File: config.mk
export PLATFORM = sky130hd
export DESIGN_NAME = swm_ctrl
export DESIGN_NICKNAME = d
export VERILOG_FILES = /design/src/sv/swm_pkg.sv /design/src/sv/swm_ctrl.sv
export SDC_FILE = /design/constraint.sdc
export NUM_CORES = 1
export LEC_CHECK = 0
export BUFFER_PORTS_ARGS = -buffer_cell sky130_fd_sc_hd__buf_2
export CORE_AREA = 3 3 40 42
export CTS_BUF_LIST = sky130_fd_sc_hd__clkbuf_16
export CTS_CLUSTER_SIZE = 16
export DETAILED_ROUTE_END_ITERATION = 10
export DIE_AREA = 0 0 43 45
export PLACE_DENSITY = 0.5
export SLEW_MARGIN = 20
export SYNTH_ARGS = -nofsm -noshare
export SYNTH_HDL_FRONTEND = slang
export SYNTH_SLANG_ARGS = --single-unit
File: constraint.sdc
create_clock -name clk -period 1.05 [get_ports clk]
set_input_delay 0.1575 -clock clk [delete_from_list [all_inputs] [get_ports clk]]
set_output_delay 0.1575 -clock clk [all_outputs]
set_load 0.01 [all_outputs]
File: src/sv/swm_pkg.sv
package swm_pkg;

	localparam int IN_DATA_W  = 32;
	localparam int OUT_FIELD_W = 33;
	localparam int OUT_DATA_W = 40;
	localparam int CFG_W      = 6;
	localparam int PADDR_W    = 3;
	localparam int PDATA_W    = 32;

	localparam logic REG_WINDOW_SIZE = 1'b0;

	typedef enum logic [2:0] {
		ST_IDLE,
		ST_FETCH,
		ST_REMOVE,
		ST_INSERT,
		ST_MID,
		ST_EMIT
	} swm_state_t;

	typedef struct packed {
		logic clear;
		logic load;
		logic fetch;
		logic remove;
		logic insert;
		logic mid;
		logic emit;
	} swm_cmd_t;

	typedef struct packed {
		logic full;
		logic done;
	} swm_stat_t;

endpackage

File: src/sv/swm_ctrl.sv
module swm_ctrl (
	input  logic             clk,
	input  logic             arst_n,
	input  logic             cfg_write,
	input  logic             in_valid,
	output logic             in_ready,
	output logic             out_valid,
	input  logic             out_ready,
	input  swm_pkg::swm_stat_t stat,
	output swm_pkg::swm_cmd_t  cmd
);

	swm_pkg::swm_state_t state_q, state_nxt;
	logic out_valid_q;

	always_ff @(posedge clk or negedge arst_n) begin
		if (!arst_n) begin
			state_q     <= swm_pkg::ST_IDLE;
			out_valid_q <= 1'b0;
		end else begin
			state_q <= state_nxt;
			if (cmd.emit)
				out_valid_q <= 1'b1;
			else if (out_ready)
				out_valid_q <= 1'b0;
		end
	end

	always_comb begin
		state_nxt  = state_q;
		cmd        = '0;
		cmd.clear  = cfg_write;
		in_ready   = 1'b0;
		unique case (state_q)
			swm_pkg::ST_IDLE: begin
				in_ready = 1'b1;
				if (in_valid) begin
					cmd.load  = 1'b1;
					state_nxt = swm_pkg::ST_FETCH;
				end
			end
			swm_pkg::ST_FETCH: begin
				cmd.fetch = 1'b1;
				state_nxt = swm_pkg::ST_REMOVE;
			end
			swm_pkg::ST_REMOVE: begin
				cmd.remove = stat.full;
				state_nxt  = swm_pkg::ST_INSERT;
			end
			swm_pkg::ST_INSERT: begin
				cmd.insert = 1'b1;
				state_nxt  = swm_pkg::ST_MID;
			end
			swm_pkg::ST_MID: begin
				cmd.mid   = 1'b1;
				state_nxt = swm_pkg::ST_EMIT;
			end
			swm_pkg::ST_EMIT: begin
				if (!stat.done) begin
					state_nxt = swm_pkg::ST_IDLE;
				end else if (!out_valid_q || out_ready) begin
					cmd.emit  = 1'b1;
					state_nxt = swm_pkg::ST_IDLE;
				end
			end
			default: state_nxt = swm_pkg::ST_IDLE;
		endcase
	end

	assign out_valid = out_valid_q;

endmodule

==> summary.txt <==
Outcome
  – Status: complete, but fails checks
  – Failing checks: setup timing

Drt
  – 1st-iter DRT viols: 5
  – Drt first pass iters: 4
  – WL final: between 800 and 900 um
  – Vias: ~290
  – Routed Antenna Nets: 0
  – Per-cell routed wire length: 12.1 um
  – Vias per cell: roughly 4.2
  – DRC Markers: 0

Worst setup path
  – Critical Path Fanout Max: 5
  – CP endpoint kind: primary output
  – RR Startpoint: state_q[1]
  – Crit path DAT: 1180 ps
  – Worst-case reg-to-reg path depth: 4
  – Startpoint Class: register
  – Critical setup path kind: register to primary output
  – Worst reg-to-reg setup slack: -130 ps
  – R2R Path End: state_q[2]
  – Required @ worst endpoint: 890 ps

Floorplan
  – Core area: 1280 um^2
  – Die X: 43 um
  – Die span in y: 45 um
  – Die area: 1940 um^2
  – Top-Level Pins: 16
  – Initial core utilization: 21.4%
  – Cell Rows: 13

Yosys
  – Cell Area, Synth: 275 um^2
  – Yosys top cell area share: 36.4%
  – Synthesized flop and latch total: 4
  – Post-Synthesis Cells: 30
  – Seq/Total Area, Yosys: a little over a third
  – Mean Syn Cell Area: between 9 and 10 um^2
  – Distinct cell type count after synthesis: 18
  – Syn nets: 37
  – Synth area leader: dfrtp_1
  – Largest cells by area after synthesis: dfrtp_1 36%, buf_4 8.2%, nand4b_1 6.4%, nor3_1 5.5%, inv_1 5.5%
  – Synthesis Warnings: 0

Hold path
  – Hold Path End: out_valid
  – Worst hold path class: input port to register
  – Min-delay src: out_ready
  – Hold Path Cell Cnt: 2

Layout
  – Multi-input logic area: 164 um^2
  – Utilization after layout: 43.5%
  – FILL cells: 118
  – Ant. Diodes: 0
  – Final Cell Area: 559 um^2
  – Nets: 63
  – Reg area: 100 um^2
  – Area growth from synthesis to layout: 103%
  – Share of cells above drive strength 1: 66.7%
  – Non-Filler Instances: about 70

STA
  – Min Tclk post-route: 1340 ps
  – Worst Tran Pin Value: 229 ps
  – # setup viols final: 10
  – WHS: 176 ps
  – Fin. Hold Viols: 0
  – Final period util: 127%
  – Fmax: roughly 750 MHz
  – Rel. slew slack: 84.6%
  – Final worst setup slack: -289 ps
  – Worst Skew: 1.64 ps
  – RSZ-0062 raised after global routing: yes
  – Final Slew Violations: 0

Global routing
  – All-Layer GR Usage: 10.0%
  – Initial antenna violation count: 0
  – Number of global-route vias before repair: 305
  – Largest net degree at the start of global routing: 7
  – Congestion Overflow GR: 0
  – Global-route wire length before repair: about 1.3 mm

Clocking
  – CTS clock-pin slew for the worst setup and hold paths: 30 ps
  – Worst skew pair latency: 230 ps
  – Root Buffer: clkbuf_16
  – CTS tree: built
  – # H-tree levels: 1
  – Clock sinks: 4
  – Clock Tree Buf Depth: 2
  – CTS buffer count: 3

Power
  – Pleak: 0.287 nW
  – Pwr dens: roughly 3200 nW/um^2
  – Peak supply drop: between 1.5 and 2 mV

Job
  – Max-capacitance violation count: 0

Placement
  – Placed inst area: just under 400 um^2
  – Placed cells: 62
  – Number of port buffers: 13
  – DP Wirelength: 499 um
  – Final GP Congestion: 0.723
  – Dpl ws: -71.4 ps
-- metrics by stage --
step	power, mW	TNS [ps]
CTS	1.76	-1700
global route	1.91	-2410
global placement	0.926	-154
finish	1.80	-1800
detailed placement	0.919	-129
floorplan	0.680	-104
-- per-layer routing --
layer	part of all wire [%]	vias to the layer above	GRT usage, %
li1	-	151	-
met1	39	131	10.5
met2	53	7	16.8
met3	6.8	2	5.98
met4	1.6	0	3.61
met5	0	-	0
-- worst max path at each step --
| stage | from | end | slack, ps |
|---|---|---|---|
| 3_5_place_dp | state_q[1] | cmd[5] | -70 |
| 5_1_grt | state_q[1] | cmd[1] | -340 |
| 3_3_place_gp | state_q[1] | state_q[0] | -50 |
| 4_1_cts | state_q[1] | cmd[5] | -290 |
| 6_report | state_q[1] | cmd[1] | -290 |
| 2_1_floorplan | state_q[0] | cmd[1] | -50 |
-- critical path, stage by stage (launching register included) --
cell,delay (ps)
dfrtp_1,410
or3b_4,400
inv_2,60
buf_6,90
-- Yosys cell counts --
cell and count:
a21oi_1 1, o21ai_0 1, buf_6 1, buf_4 3, nand2_1 1, inv_1 4, nand3b_1 2, nand2b_1 1
xnor2_1 1, or3b_4 1, dfrtp_1 4, nor2_1 1, nor3b_1 1, nand4b_1 2, o211ai_2 1, a221oi_1 1
nor3_1 3, and2_1 1
-- placed cells by master, fill, tap and decap left out --
| cell | synthesis | routed |
|---|---|---|
| nand3b_1 | 2 | 2 |
| inv_2 | 0 | 1 |
| clkbuf_16 | 0 | 3 |
| dfrtp_1 | 4 | 4 |
| nor2_1 | 1 | 1 |
| buf_4 | 3 | 5 |
| a221oi_2 | 0 | 1 |
| nor3_2 | 0 | 1 |
| nor3b_2 | 0 | 1 |
| xnor2_2 | 0 | 1 |
| nor3_1 | 3 | 1 |
| or3b_4 | 1 | 1 |
| nor3_4 | 0 | 1 |
| nand2_2 | 0 | 1 |
| dlygate4sd3_1 | 0 | 1 |
| a21oi_1 | 1 | 1 |
| buf_6 | 1 | 7 |
| and2_1 | 1 | 1 |
| buf_2 | 0 | 12 |
| nand2b_1 | 1 | 1 |
| nand4b_1 | 2 | 2 |
| o21ai_0 | 1 | 1 |
| inv_1 | 4 | 3 |
| o211ai_2 | 1 | 1 |
-- sequential cells by signal, indices dropped and copies added, names as in the netlist --
register and flops:
state_q 3, out_valid 1
-- report_power, final --
part / switching, mW / total, mW / internal [mW] / leakage, nW
clock: 0.109 / 0.596 / 0.487 / 0.0370
combinational: 0.398 / 0.928 / 0.529 / 0.199
sequential: 0.0590 / 0.275 / 0.216 / 0.0513
-- timing repair --
| item | in CTS | in global routing |
|---|---|---|
| setup endpoints to repair | 9 | 10 |
| setup buffers | 3 | 1 |
| resized for setup | 10 | 4 |
| hold buffers | 1 | 0 |
| pin swaps | 3 | 3 |
| hold endpoints to repair | 4 | 0 |
-- kinds of logic after synthesis --
| group | synth area share (%) |
|---|---|
| DFF | 36.4 |
| buffers and inverters | 17.7 |
| AOI/OAI and AO/OA | 11.4 |
| and+or+nand+nor | 31.4 |
| xor gates and xnor gates | 3.18 |
-- final cells by class --
class | count | area share (%)
clock buffers | 3 | 13.4
inverters | 4 | 2.68
flip-flops and latches | 4 | 17.9
repair buffers | 25 | 33.3
well taps | 15 | 3.36
multi-input cells | 18 | 29.3
No activity file was read; power rests on OpenSTA's default activity.
